<file path="src/hdl/rzw_pkg.sv">
// Package for the robust z-score window outlier detector.
// Holds controller states, command/status structs and register codes.
// No dependencies.
package rzw_pkg;

	localparam int unsigned FEAT_W   = 3;
	localparam int unsigned DATA_W   = 32;
	localparam int unsigned CFG_IDX_W = 3;
	localparam int unsigned DIVD_W   = 48;
	localparam int unsigned DIVS_W   = 32;
	localparam int unsigned DCNT_W   = 6;

	typedef enum logic [CFG_IDX_W-1:0] {
		CFG_WINDOW_LENGTH    = 3'd0,
		CFG_WARM_HISTORY     = 3'd1,
		CFG_RECOMPUTE_PERIOD = 3'd2,
		CFG_POISON_ENABLE    = 3'd3,
		CFG_SKIP_THRESHOLD   = 3'd4,
		CFG_FLAG_THRESHOLD   = 3'd5
	} cfg_idx_t;

	localparam logic [8:0]  RST_WINDOW_LENGTH    = 9'd64;
	localparam logic [8:0]  RST_WARM_HISTORY     = 9'd16;
	localparam logic [15:0] RST_RECOMPUTE_PERIOD = 16'd1;
	localparam logic [31:0] RST_SKIP_THRESHOLD   = 32'd655360;
	localparam logic [31:0] RST_FLAG_THRESHOLD   = 32'd229376;
	localparam logic [31:0] SIGN_FLIP            = 32'h8000_0000;

	typedef enum logic [3:0] {
		S_IDLE,
		S_PRE,
		S_MOD,
		S_RC_CHECK,
		S_SEL_RD,
		S_SEL_DRAIN,
		S_SEL_DEC,
		S_SEL_MID,
		S_SEL_STORE,
		S_RC_NEXT,
		S_Z_START,
		S_Z_DIV,
		S_FINISH
	} ctrl_state_t;

	typedef struct packed {
		logic ld_in;
		logic use_rf;
		logic rf_clr;
		logic rf_inc;
		logic vopen_set;
		logic div_start_mod;
		logic div_start_z;
		logic z_clr;
		logic z_load;
		logic sel_init_med;
		logic sel_init_mad;
		logic sel_issue;
		logic sel_decide;
		logic sel_store;
		logic finish;
	} dp_cmd_t;

	typedef struct packed {
		logic div_done;
		logic mod_zero;
		logic warm;
		logic fill_zero;
		logic in_range;
		logic issue_last;
		logic bit_zero;
		logic mad_mode;
		logic rf_last;
		logic vopen;
		logic out_free;
	} dp_status_t;

endpackage

</file>
<file path="src/hdl/rzw_ctrl.sv">
// Controller state machine: sequences vector-start check, median/MAD
// selection passes, scoring divide and result hand-off. Depends on rzw_pkg.
module rzw_ctrl (
	input  logic                 clk,
	input  logic                 arst_n,
	input  logic                 in_valid,
	output logic                 in_ready,
	input  rzw_pkg::dp_status_t  st,
	output rzw_pkg::dp_cmd_t     cmd
);
	import rzw_pkg::*;

	ctrl_state_t state_q, state_n;

	always_ff @(posedge clk or negedge arst_n) begin
		if (!arst_n) begin
			state_q <= S_IDLE;
		end else begin
			state_q <= state_n;
		end
	end

	always_comb begin
		state_n = state_q;
		case (state_q)
			S_IDLE: begin
				if (in_valid) state_n = S_PRE;
			end
			S_PRE: begin
				state_n = st.vopen ? S_Z_START : S_MOD;
			end
			S_MOD: begin
				if (st.div_done) state_n = st.mod_zero ? S_RC_CHECK : S_Z_START;
			end
			S_RC_CHECK: begin
				state_n = (st.warm && !st.fill_zero) ? S_SEL_RD : S_RC_NEXT;
			end
			S_SEL_RD: begin
				if (st.issue_last) state_n = S_SEL_DRAIN;
			end
			S_SEL_DRAIN: begin
				state_n = S_SEL_DEC;
			end
			S_SEL_DEC: begin
				if (!st.bit_zero) state_n = S_SEL_RD;
				else state_n = st.mad_mode ? S_SEL_STORE : S_SEL_MID;
			end
			S_SEL_MID: begin
				state_n = S_SEL_RD;
			end
			S_SEL_STORE: begin
				state_n = S_RC_NEXT;
			end
			S_RC_NEXT: begin
				state_n = st.rf_last ? S_Z_START : S_RC_CHECK;
			end
			S_Z_START: begin
				state_n = (st.in_range && st.warm) ? S_Z_DIV : S_FINISH;
			end
			S_Z_DIV: begin
				if (st.div_done) state_n = S_FINISH;
			end
			S_FINISH: begin
				if (st.out_free) state_n = S_IDLE;
			end
			default: begin
				state_n = S_IDLE;
			end
		endcase
	end

	always_comb begin
		cmd      = '0;
		in_ready = 1'b0;
		case (state_q)
			S_IDLE: begin
				in_ready   = 1'b1;
				cmd.ld_in  = in_valid;
			end
			S_PRE: begin
				if (!st.vopen) begin
					cmd.div_start_mod = 1'b1;
					cmd.vopen_set     = 1'b1;
				end
			end
			S_MOD: begin
				cmd.rf_clr = st.div_done;
			end
			S_RC_CHECK: begin
				cmd.use_rf       = 1'b1;
				cmd.sel_init_med = st.warm && !st.fill_zero;
			end
			S_SEL_RD: begin
				cmd.use_rf    = 1'b1;
				cmd.sel_issue = 1'b1;
			end
			S_SEL_DRAIN: begin
				cmd.use_rf = 1'b1;
			end
			S_SEL_DEC: begin
				cmd.use_rf     = 1'b1;
				cmd.sel_decide = 1'b1;
			end
			S_SEL_MID: begin
				cmd.use_rf       = 1'b1;
				cmd.sel_init_mad = 1'b1;
			end
			S_SEL_STORE: begin
				cmd.use_rf    = 1'b1;
				cmd.sel_store = 1'b1;
			end
			S_RC_NEXT: begin
				cmd.use_rf = 1'b1;
				cmd.rf_inc = !st.rf_last;
			end
			S_Z_START: begin
				cmd.z_clr       = 1'b1;
				cmd.div_start_z = st.in_range && st.warm;
			end
			S_Z_DIV: begin
				cmd.z_load = st.div_done;
			end
			S_FINISH: begin
				cmd.finish = st.out_free;
			end
			default: begin
				cmd = '0;
			end
		endcase
	end

	// divider results only land where the sequencer waits for them
	a_div_done_expected: assert property (@(posedge clk) disable iff (!arst_n)
		st.div_done |-> (state_q == S_MOD || state_q == S_Z_DIV))
		else $error("divider finished outside a wait state");

	a_one_item: assert property (@(posedge clk) disable iff (!arst_n)
		(in_valid && in_ready) |=> !in_ready)
		else $error("second item accepted while one is in work");
endmodule

</file>
<file path="config.mk">
export PLATFORM = sky130hd
export DESIGN_NAME = rzw_ctrl
export DESIGN_NICKNAME = d
export VERILOG_FILES = /design/src/hdl/rzw_pkg.sv /design/src/hdl/rzw_ctrl.sv
export SDC_FILE = /design/constraint.sdc
export NUM_CORES = 1
export LEC_CHECK = 0
export ABC_AREA = 0
export BUFFER_PORTS_ARGS = -buffer_cell sky130_fd_sc_hd__buf_4
export CELL_PAD_IN_SITES_DETAIL_PLACEMENT = 1
export CELL_PAD_IN_SITES_GLOBAL_PLACEMENT = 1
export CORE_MARGIN = 5
export CORE_UTILIZATION = 32
export DETAILED_ROUTE_END_ITERATION = 6
export PLACE_DENSITY = 0.93
export SYNTH_ARGS = -nofsm -noshare
export SYNTH_HDL_FRONTEND = slang
export SYNTH_SLANG_ARGS = --single-unit
</file>
<file path="constraint.sdc">
create_clock -name clk -period 3.37 [get_ports clk]
set_input_delay 0.674 -clock clk [delete_from_list [all_inputs] [get_ports clk]]
set_output_delay 0.674 -clock clk [all_outputs]
set_load 0.02 [all_outputs]
</file>
Word-level counts from Yosys, hierarchy flattened. Index checks and enable logic that the tools add are counted.

Register bits: 4. Input port bits: 14. Output and inout bits: 16. Logic and storage cells: 53.

Equality and inequality tests: 17. Muxes and demuxes: 28. Reduce and logical (&&, ||, !) cells: 7.

Operator list (count): $pmux 4 s13 (1); $mux 4 (11); $eq 4x4->1 const B (5); $eq 4x3->1 const B (4); $mux 1 (12); $ne 2x2->1 const B (5); $eq 4x2->1 const B (2); $reduce_or 7->1 (1); $mux 2 (3); $reduce_and 5->1 (1); $eq 4x1->1 const B (1); $logic_not 4->1 (1); $mux 3 (1); $logic_and 1x1->1 (2); $logic_not 1->1 (2).

Depth between registers and ports, before layout. Gate-level depths: netlist (run 1).

Depth in word-level cells: 4. Gate-level depth with buffers: 6.

Worst setup path after synthesis (run 1). OpenSTA, ideal clock, no wires.

Kind: register -> output. From: reg state_q[3]. To: out cmd[10] (netlist name). Arrival: 1.743 ns. Required time: 2.696 ns. Path slack: 0.953 ns. Cell stages (with the launch flop): 5. Buffers on the path: 3. Path through: dfrtp_1 > buf_6 > buf_2 > nor4_1 > buf_4.

RTL lines: start: declaration (line rzw_ctrl.sv:13) `ctrl_state_t state_q, state_n;`; start signal: assignment (line rzw_ctrl.sv:19) `state_q <= state_n;`; end: declaration (line rzw_ctrl.sv:9) `output rzw_pkg::dp_cmd_t cmd`.

==> flow_summary_export.csv, run 1 <==
group,metric,value,unit
sta,rsz0062_at_grt,"false",
die,row_count,15,
placement,dpl_cell_area,788,µm²
final_layout,top_register,"state_q",
synth,synth_most_common_cell,"nor2_1",
sta,tns,0,ns
sta,slew_headroom,0.569,
clock_tree,cts_setup_buffers,0,
sta,max_freq,0.404,GHz
sta,clock_skew,0.00205,ns
power_and_ir_drop,power_density,860,nW/µm²
die,die_h,53.3,µm
die,core_area,1750,µm²
setup_path,start_kind,"flip-flop",
drt,wire_per_inst,16.0,µm
power_and_ir_drop,power.leakage,0.364,nW
synth,synth_edf_count,0,
setup_path,criticalPathCategory,"reg -> out",
clock_tree,cts.path.max_buffers,2,
drt,drc_errors,0,
clock_tree,hold_buffers,0,
sta,finalCritPeriodShare,0.735,
synth,yosysWarnings,0,
synth,synthMuxAreaShare,0.0167,
die,die-area,2840,µm²
die,io_pins,30,
global_routing,grt_use_total,0.158,
sta,drv_slew,0,
power_and_ir_drop,combinationalPowerShare,0.664,
final_layout,largestRegisters,"state_q: 4 flops",
final_layout,stdcell_count,131,
final_layout,fin_area,811,µm²
setup_path,worstPathRequired,2.70,ns
clock_tree,clk_latency,0.23,ns
setup_path,path_max_fanout,19,
synth,synth_cell_types,36,
drt,firstDrtPassIters,4,
clock_tree,root_buffer,"clkbuf_4",
global_routing,grt_overflow,0,
power_and_ir_drop,p_int,0.000319,W
sta,worst_slew_pin_slew,0.646,ns
drt,drt_wl_total,2100,µm
placement,io_buffers,29,
clock_tree,cts_tree,"yes",
setup_path,r2r-end,"state_q[0]$_DFFE_PN0P_",
placement,hpwl,1590,µm
clock_tree,ctsResizeCount,0,
clock_tree,cts_buffers,3,
synth,synth_compound_area_frac,0.294,
final_layout,largest_reg_flops,4,
power_and_ir_drop,p_sw,0.000378,W
clock_tree,htreeDepth,1,
drt,vias,710,
die,start_util,0.343,
synth,ys_seq_area_frac,0.167,
drt,drtIter0Drc,10,
power_and_ir_drop,pwr-share-seq,0.253,
synth,synthArstFlopShare,1.00,
final_layout,diodes,0,
sta,hold_viol_final,0,
synth,yosys.area.top_type,"dfrtp_1",
sta,fin_crit,2.48,ns
sta,holdWs,0.231,ns
global_routing,first_global_vias,712,
final_layout,fillers,226,
setup_path,crit_path_start,"state_q[1]$_DFFE_PN0P_",
synth,ys_ff_latch,4,
power_and_ir_drop,ir_worst_vdd,0.000326,V
placement,gp_congestion,0.810,
synth,synth_top_family_by_area,"simple AND/OR/NAND/NOR gates",
setup_path,crit_path_end_kind,"primary output",
setup_path,cp_slowest_cell,"dfrtp_1",
job,maxCapViolations,0,
synth,synthTopCellsByCount,"nor2_1 (10), inv_1 (7), nor3_1 (7)",
status,status,"completed",
global_routing,grt_max_degree,22,
die,die_w,53.3,µm
setup_path,rr_startpoint,"state_q[3]$_DFFE_PN0P_",
synth,synth_xor_area_frac,0.0146,
power_and_ir_drop,p_clk_frac,0.084,
setup_path,crit_chain,"nand2_2 -> nor4_1 -> buf_4",
synth,syn_area_per_cell,7.31,µm²
synth,synth.area.top_cells,"dfrtp_1 (17%), nor2_1 (6.3%), nor3_1 (5.8%), nand2b_1 (5.2%), inv_1 (4.4%)",
final_layout,layout.nets,122,
final_layout,area_growth_syn_to_layout,35.3,%
clock_tree,clkSinkCount,4,
synth,syn_inst,82,
placement,dp_cells,128,
hold_path,min_path_type,"in -> async",
drt,vias_per_cell,5.42,
synth,synthSimpleGateAreaFrac,0.357,
synth,synth_ff_type,"dfrtp_1",
setup_path,rr_worst_depth,4,
setup_path,crit_path_max_incr_delay,0.73,ns
final_layout,drive_gt1_frac,0.358,
setup_path,r2r_slack,1.53,ns
power_and_ir_drop,swShare,0.542,
power_and_ir_drop,p_total,0.000697,W
synth,synth_fa_ha_area_frac,0,
drt,ant_nets,0,
synth,syn-num-nets,96,
sta,setup_viol,0,
synth,synth_top_area_frac,0.167,
synth,synthesis.area,599,µm²
setup_path,cp_data_arrival_time,1.80,ns
global_routing,grt_pass1_wl,3300,µm
global_routing,antenna_found_initial,0,
clock_tree,clk_pin_slew,0.04,ns
[placed cells by master (no fill, tap or decap), types with 2 or more instances in the layout]
master / count
nor3_1: 7
o32ai_1: 2
a211oi_1: 2
a2bb2oi_1: 2
nand2_1: 3
buf_4: 29
nand2b_1: 5
nor2_1: 10
clkbuf_4: 3
inv_1: 7
a21oi_1: 5
o221ai_1: 2
dfrtp_1: 4
nor4_1: 4
[final cells by class]
cell class / count / area, µm² / share of cell area
Sequential cell: 4 / 100 / 0.123
Tap cell: 25 / 31.3 / 0.0386
Clock buffer: 3 / 22.5 / 0.0278
Timing Repair Buffer: 29 / 218 / 0.269
Inverter: 8 / 30.0 / 0.0370
Multi-Input combinational cell: 62 / 409 / 0.505
[layer usage]
metal | GRT usage | wire (µm) | share of wire | up-vias
li1 | - | - | - | 355
met1 | 0.201 | 902 | 0.43 | 340
met2 | 0.265 | 1090 | 0.52 | 15
met3 | 0.0366 | 104 | 0.050 | 0
met4 | 0.0383 | 0 | 0 | 0
met5 | 0 | 0 | 0 | -
[per-stage QoR]
step | setup WS (ns) | utilization
final | 0.894 | 0.465
after detailed placement | 1.16 | 0.452
after CTS | 0.922 | 0.465
after global routing | 0.724 | 0.465
after floorplan | 0.953 | -
after global placement | 1.22 | 0.452
[power groups by stage]
stage | logic, W | clock network, W | registers [W]
after floorplan | 0.000432 | 0 | 0.0000836
after global placement | 0.000444 | 0 | 0.000169
after detailed placement | 0.000460 | 0 | 0.000174
after CTS | 0.000464 | 0.0000602 | 0.000173
after global routing | 0.000500 | 0.0000647 | 0.000189
final | 0.000462 | 0.0000585 | 0.000176
[logic make-up after synthesis]
group / Yosys count
muxes: 1
buffers and inverters: 16
xor gates and xnor gates: 1
AOI/OAI and AO/OA: 22
DFF: 4
and+or+nand+nor: 38
[how the worst max path moves through the flow]
stage                     slack, ns  depth (start not counted)       to
after floorplan                0.95                          4  cmd[10]
after global placement         1.22                          3   cmd[5]
after detailed placement       1.16                          3   cmd[5]
after CTS                      0.92                          3   cmd[5]
after global routing           0.72                          3   cmd[5]
final                          0.89                          3   cmd[5]
[worst max-delay path, delay by kind of cell (launching register included)]
family,cells,cell delay (ns)
buf+inv,1,0.22
flops,1,0.73
simple gates,2,0.62
No activity file was read; power rests on OpenSTA's default activity.
==> run 2: changes to the inputs <==
CORE_UTILIZATION = 27   (was 32)
PLACE_DENSITY = 0.85   (was 0.93)
clock period = 2.19 ns   (was 3.37 ns; I/O delays follow)
==> run 2 against run 1 <==
  * Hold slack improved by 0.28 ns
  * Worst setup slack got worse by 0.75 ns
  * Via count increased by 5.4%
  * Register-to-register slack got worse by 1.2 ns
  * Design area increased by 6.0%
  * Final cell count increased by 5.3%
  * Critical endpoint is now cmd[6]
  * Largest power group unchanged
==> flow_summary_export.csv, run 2 (synthesis results as in run 1) <==
group,metric,value,unit
clock_tree,clk_latency,0.23,ns
clock_tree,htreeDepth,1,
clock_tree,clk_pin_slew,0.04,ns
setup_path,crit_family,"simple AND/OR/NAND/NOR gates",
placement,hpwl,1720,µm
setup_path,cp_data_arrival_time,1.61,ns
sta,rsz0062_at_grt,"false",
sta,fin_crit,2.05,ns
drt,ant_nets,0,
setup_path,rr_worst_depth,5,
setup_path,rr_startpoint,"state_q[3]$_DFFE_PN0P_",
sta,clock_skew,0.00115,ns
setup_path,crit_chain,"or2b_4 -> nor3_1 -> buf_4",
power_and_ir_drop,power_density,1310,nW/µm²
drt,wire_per_inst,16.4,µm
global_routing,grt_max_degree,18,
power_and_ir_drop,ir_worst_vdd,0.000558,V
die,start_util,0.276,
clock_tree,clkSinkCount,4,
final_layout,largest_reg_flops,4,
setup_path,r2r_slack,0.38,ns
global_routing,grt_use_total,0.135,
drt,drtIter0Drc,11,
hold_path,min_to,"state_q[3]$_DFFE_PN0P_",
clock_tree,root_buffer,"clkbuf_4",
sta,drv_slew,0,
final_layout,drive_gt1_frac,0.391,
placement,dp_cells,134,
die,io_pins,30,
drt,vias,748,
setup_path,crit_path_max_incr_delay,0.58,ns
setup_path,path_buf_inv,1,
job,maxCapViolations,0,
sta,worst_slew_pin_slew,0.575,ns
final_layout,final_common_cell,"buf_4",
global_routing,first_global_vias,809,
power_and_ir_drop,p_total,0.00113,W
sta,finalCritPeriodShare,0.934,
global_routing,grt_pass1_wl,3570,µm
die,row_count,17,
status,status,"completed",
setup_path,worstPathRequired,1.75,ns
final_layout,final_cell_mix,"buf_4 (32), nor2_1 (10), nor3_1 (7), inv_1 (7)",
power_and_ir_drop,power.leakage,0.384,nW
hold_path,hold_start,"st[0]",
sta,holdWs,0.511,ns
die,die_w,57.1,µm
final_layout,fillers,292,
die,die-area,3260,µm²
die,die_h,57.1,µm
sta,hold_viol_final,0,
drt,drc_errors,0,
placement,gp_congestion,0.854,
setup_path,criticalPathCategory,"reg -> out",
setup_path,start_kind,"flip-flop",
drt,vias_per_cell,5.42,
drt,drt_wl_total,2260,µm
sta,tns,0,ns
sta,max_freq,0.489,GHz
setup_path,cp_slowest_cell,"dfrtp_1",
clock_tree,cts.path.max_buffers,2,
clock_tree,cts_tree,"yes",
final_layout,largestRegisters,"state_q: 4 flops",
placement,io_buffers,29,
die,core_area,2170,µm²
global_routing,antenna_found_initial,0,
final_layout,stdcell_count,138,
setup_path,r2r-end,"state_q[0]$_DFFE_PN0P_",
global_routing,grt_overflow,0,
final_layout,layout.nets,126,
hold_path,min_path_type,"in -> reg",
drt,firstDrtPassIters,4,
setup_path,path_max_fanout,17,
clock_tree,cts_setup_buffers,0,
sta,slew_headroom,0.617,
final_layout,diodes,0,
final_layout,area_growth_syn_to_layout,43.4,%
final_layout,top_register,"state_q",
sta,setup_viol,0,
hold_path,min_path_cells,3,
clock_tree,cts_buffers,3,
setup_path,crit_path_end_kind,"primary output",
run 2: changes by cell type in the layout (fill, tap and decap cells not counted), sizes merged:
cell,change
buf,+3
dlygate4sd3,+1
run 2: repair_timing:
| item | 4_1_cts | 5_1_grt |
|---|---|---|
| hold endpoints to repair | 4 | 0 |
| endpoints found under the setup margin | 0 | 3 |
| hold buffers | 1 | 0 |
| resized for setup | 0 | 2 |
run 2: through the flow:
stage,setup slack (ns),util,area (µm²)
after floorplan,0.00891,-,599
after global placement,0.390,0.375,815
after detailed placement,0.354,0.375,815
after CTS,0.0887,0.390,847
after global routing,0.0297,0.396,860
final,0.144,0.396,860
run 2: where the power goes:
group | internal [W] | switching (W)
clock | 0.0000613 | 0.0000301
sequential | 0.000108 | 0.000110
combinational | 0.000358 | 0.000460
total | 0.000527 | 0.000600
run 2: worst max-delay path by stage:
stage	from	to	slack [ns]	depth (start not counted)
finish	state_q[2]$_DFFE_PN0P_	cmd[6]	0.14	3
global route	state_q[2]$_DFFE_PN0P_	cmd[6]	0.03	3
CTS	state_q[1]$_DFFE_PN0P_	cmd[5]	0.09	3
detailed placement	state_q[1]$_DFFE_PN0P_	cmd[10]	0.35	3
global placement	state_q[1]$_DFFE_PN0P_	cmd[10]	0.39	3
floorplan	state_q[3]$_DFFE_PN0P_	cmd[10]	0.009	4
run 2: layout make-up:
cell class | count | area [µm²] | area share
timing repair buffer | 33 | 250 | 0.291
clock buffer | 3 | 22.5 | 0.0262
sequential | 4 | 100 | 0.116
tap | 28 | 35.0 | 0.0408
inverter | 8 | 30.0 | 0.0349
multi-input combinational | 62 | 422 | 0.491
run 2: metal layers:
| layer | vias up | share of wire | global-route usage | wire length (µm) |
|---|---|---|---|---|
| li1 | 360 | - | - | - |
| met1 | 362 | 0.42 | 0.157 | 952 |
| met2 | 24 | 0.52 | 0.248 | 1180 |
| met3 | 2 | 0.052 | 0.0271 | 118 |
| met4 | 0 | 0.0031 | 0.0364 | 7 |
| met5 | - | 0 | 0 | 0 |
run 2: tightest hold or removal path, delay by kind of cell:
family | cells | cell delay [ns]
AOI/OAI and AO/OA | 2 | 0.17
buffers and inverters | 1 | 0.09
==> run 3: changes to the inputs <==
CORE_UTILIZATION = 32   (was 27)
PLACE_DENSITY = 0.93   (was 0.85)
clock period = 2.5 ns   (was 2.19 ns; I/O delays follow)
==> run 3 against run 2 <==
  * Clock power is 14% lower
  * Clock skew down 0.00087 ns
  * Die area down 13%
  * Flip-flop and latch count stayed put
  * Wire length fell by 5.8%
  * Critical path depth stayed put
  * Power decreased by 15%
  * Combinational power fell by 17%
==> flow_summary_export.csv, run 3 (synthesis results as in run 1) <==
group,metric,value,unit
placement,dpl_cell_area,803,µm²
final_layout,fin_area,826,µm²
setup_path,crit_path_end_kind,"primary output",
sta,slew_headroom,0.650,
clock_tree,htreeDepth,1,
power_and_ir_drop,ir_worst_vdd,0.000466,V
sta,drv_slew,0,
final_layout,top_register,"state_q",
global_routing,antenna_found_initial,0,
clock_tree,root_buffer,"clkbuf_4",
job,maxCapViolations,0,
global_routing,grt_use_total,0.157,
global_routing,grt_overflow,0,
die,row_count,15,
setup_path,worstPathRequired,2.00,ns
setup_path,criticalPathCategory,"reg -> out",
die,die_w,53.3,µm
sta,layout_setup_ws,0.277,ns
sta,max_freq,0.450,GHz
final_layout,largest_reg_flops,4,
die,start_util,0.343,
sta,tns,0,ns
placement,dp_slack,0.567,ns
sta,rsz0062_at_grt,"false",
clock_tree,cts_tree,"yes",
global_routing,first_global_vias,734,
die,die-area,2840,µm²
placement,gp_congestion,0.796,
placement,io_buffers,29,
die,die_h,53.3,µm
global_routing,grt_pass1_wl,3340,µm
clock_tree,hold_buffers,0,
power_and_ir_drop,power.leakage,0.374,nW
clock_tree,clk_pin_slew,0.04,ns
drt,drt_wl_total,2130,µm
power_and_ir_drop,power_density,1160,nW/µm²
sta,worst_slew_pin_slew,0.525,ns
drt,vias_per_cell,5.53,
clock_tree,clkSinkCount,4,
clock_tree,cts_setup_buffers,0,
sta,hold_viol_final,0,
drt,wire_per_inst,16.0,µm
final_layout,layout.nets,124,
final_layout,final_cell_mix,"buf_4 (31), nor2_1 (10), nor3_1 (7), inv_1 (7)",
drt,vias,735,
setup_path,cp_data_arrival_time,1.72,ns
sta,clock_skew,0.000279,ns
final_layout,largestRegisters,"state_q: 4 flops",
final_layout,final_common_cell,"buf_4",
die,io_pins,30,
sta,fin_crit,2.22,ns
placement,hpwl,1640,µm
clock_tree,ctsResizeCount,0,
drt,ant_nets,0,
setup_path,path_max_fanout,15,
setup_path,start_kind,"flip-flop",
sta,holdWs,0.0561,ns
die,core_area,1750,µm²
drt,firstDrtPassIters,4,
global_routing,grt_max_degree,18,
sta,finalCritPeriodShare,0.889,
hold_path,min_path_type,"in -> async",
status,status,"completed",
clock_tree,cts_buffers,3,
clock_tree,clk_latency,0.23,ns
final_layout,drive_gt1_frac,0.370,
drt,drc_errors,0,
final_layout,area_growth_syn_to_layout,37.8,%
drt,drtIter0Drc,15,
sta,setup_viol,0,
final_layout,diodes,0,
clock_tree,cts.path.max_buffers,2,
==> run 3: cell count changes in the layout (fill, tap and decap cells not counted) <==
cell | before | now
nor4_1 | 2 | 4
dlygate4sd3_1 | 1 | 0
buf_4 | 32 | 31
nor4_2 | 2 | 0
==> run 3: path summary, 6_finish.rpt <==
check                      cells past startpoint                    from                     end  slack [ns]
hold reg to reg                                1  state_q[3]$_DFFE_PN0P_  state_q[3]$_DFFE_PN0P_        0.70
hold / removal                                 1                  arst_n  state_q[0]$_DFFE_PN0P_        0.06
setup / recovery                               3  state_q[0]$_DFFE_PN0P_                  cmd[5]        0.28
min in group clk                               3                   st[0]  state_q[3]$_DFFE_PN0P_        0.61
max in group asynchronous                      1                  arst_n  state_q[1]$_DFFE_PN0P_        2.35
setup reg to reg                               4  state_q[2]$_DFFE_PN0P_  state_q[1]$_DFFE_PN0P_        0.74
==> run 3: per-layer routing <==
metal | wire length [µm] | GRT usage | vias up | part of all wire
li1 | - | - | 357 | -
met1 | 930 | 0.192 | 348 | 0.44
met2 | 1060 | 0.273 | 30 | 0.50
met3 | 135 | 0.0310 | 0 | 0.063
met4 | 0 | 0.0468 | 0 | 0
met5 | 0 | 0 | - | 0
==> run 3: final cells by class <==
cell class / instances / area (µm²)
Sequential cell: 4 / 100
Multi-Input combinational cell: 62 / 409
Tap cell: 25 / 31.3
Inverter: 8 / 30.0
Clock buffer: 3 / 22.5
Fill cell: 242 / 920
Timing Repair Buffer: 31 / 233
==> run 3: report_power, final <==
group	internal, W	total (W)	switching [W]	leakage, nW
registers	0.0000940	0.000202	0.000108	0.0505
logic	0.000301	0.000678	0.000377	0.309
clock network	0.0000536	0.0000788	0.0000251	0.0138
==> run 3: critical path, cell delays in order (launching register included) <==
cell,delay (ns)
dfrtp_1,0.66
nand2_2,0.19
nor4_1,0.41
buf_4,0.22
==> run 3: stage by stage <==
step | power [W] | std cells | util
after floorplan | 0.000695 | 82 | -
after global placement | 0.000850 | 130 | 0.460
after detailed placement | 0.000872 | 130 | 0.460
after CTS | 0.000961 | 133 | 0.473
after global routing | 0.00103 | 133 | 0.473
final | 0.000958 | 133 | 0.473
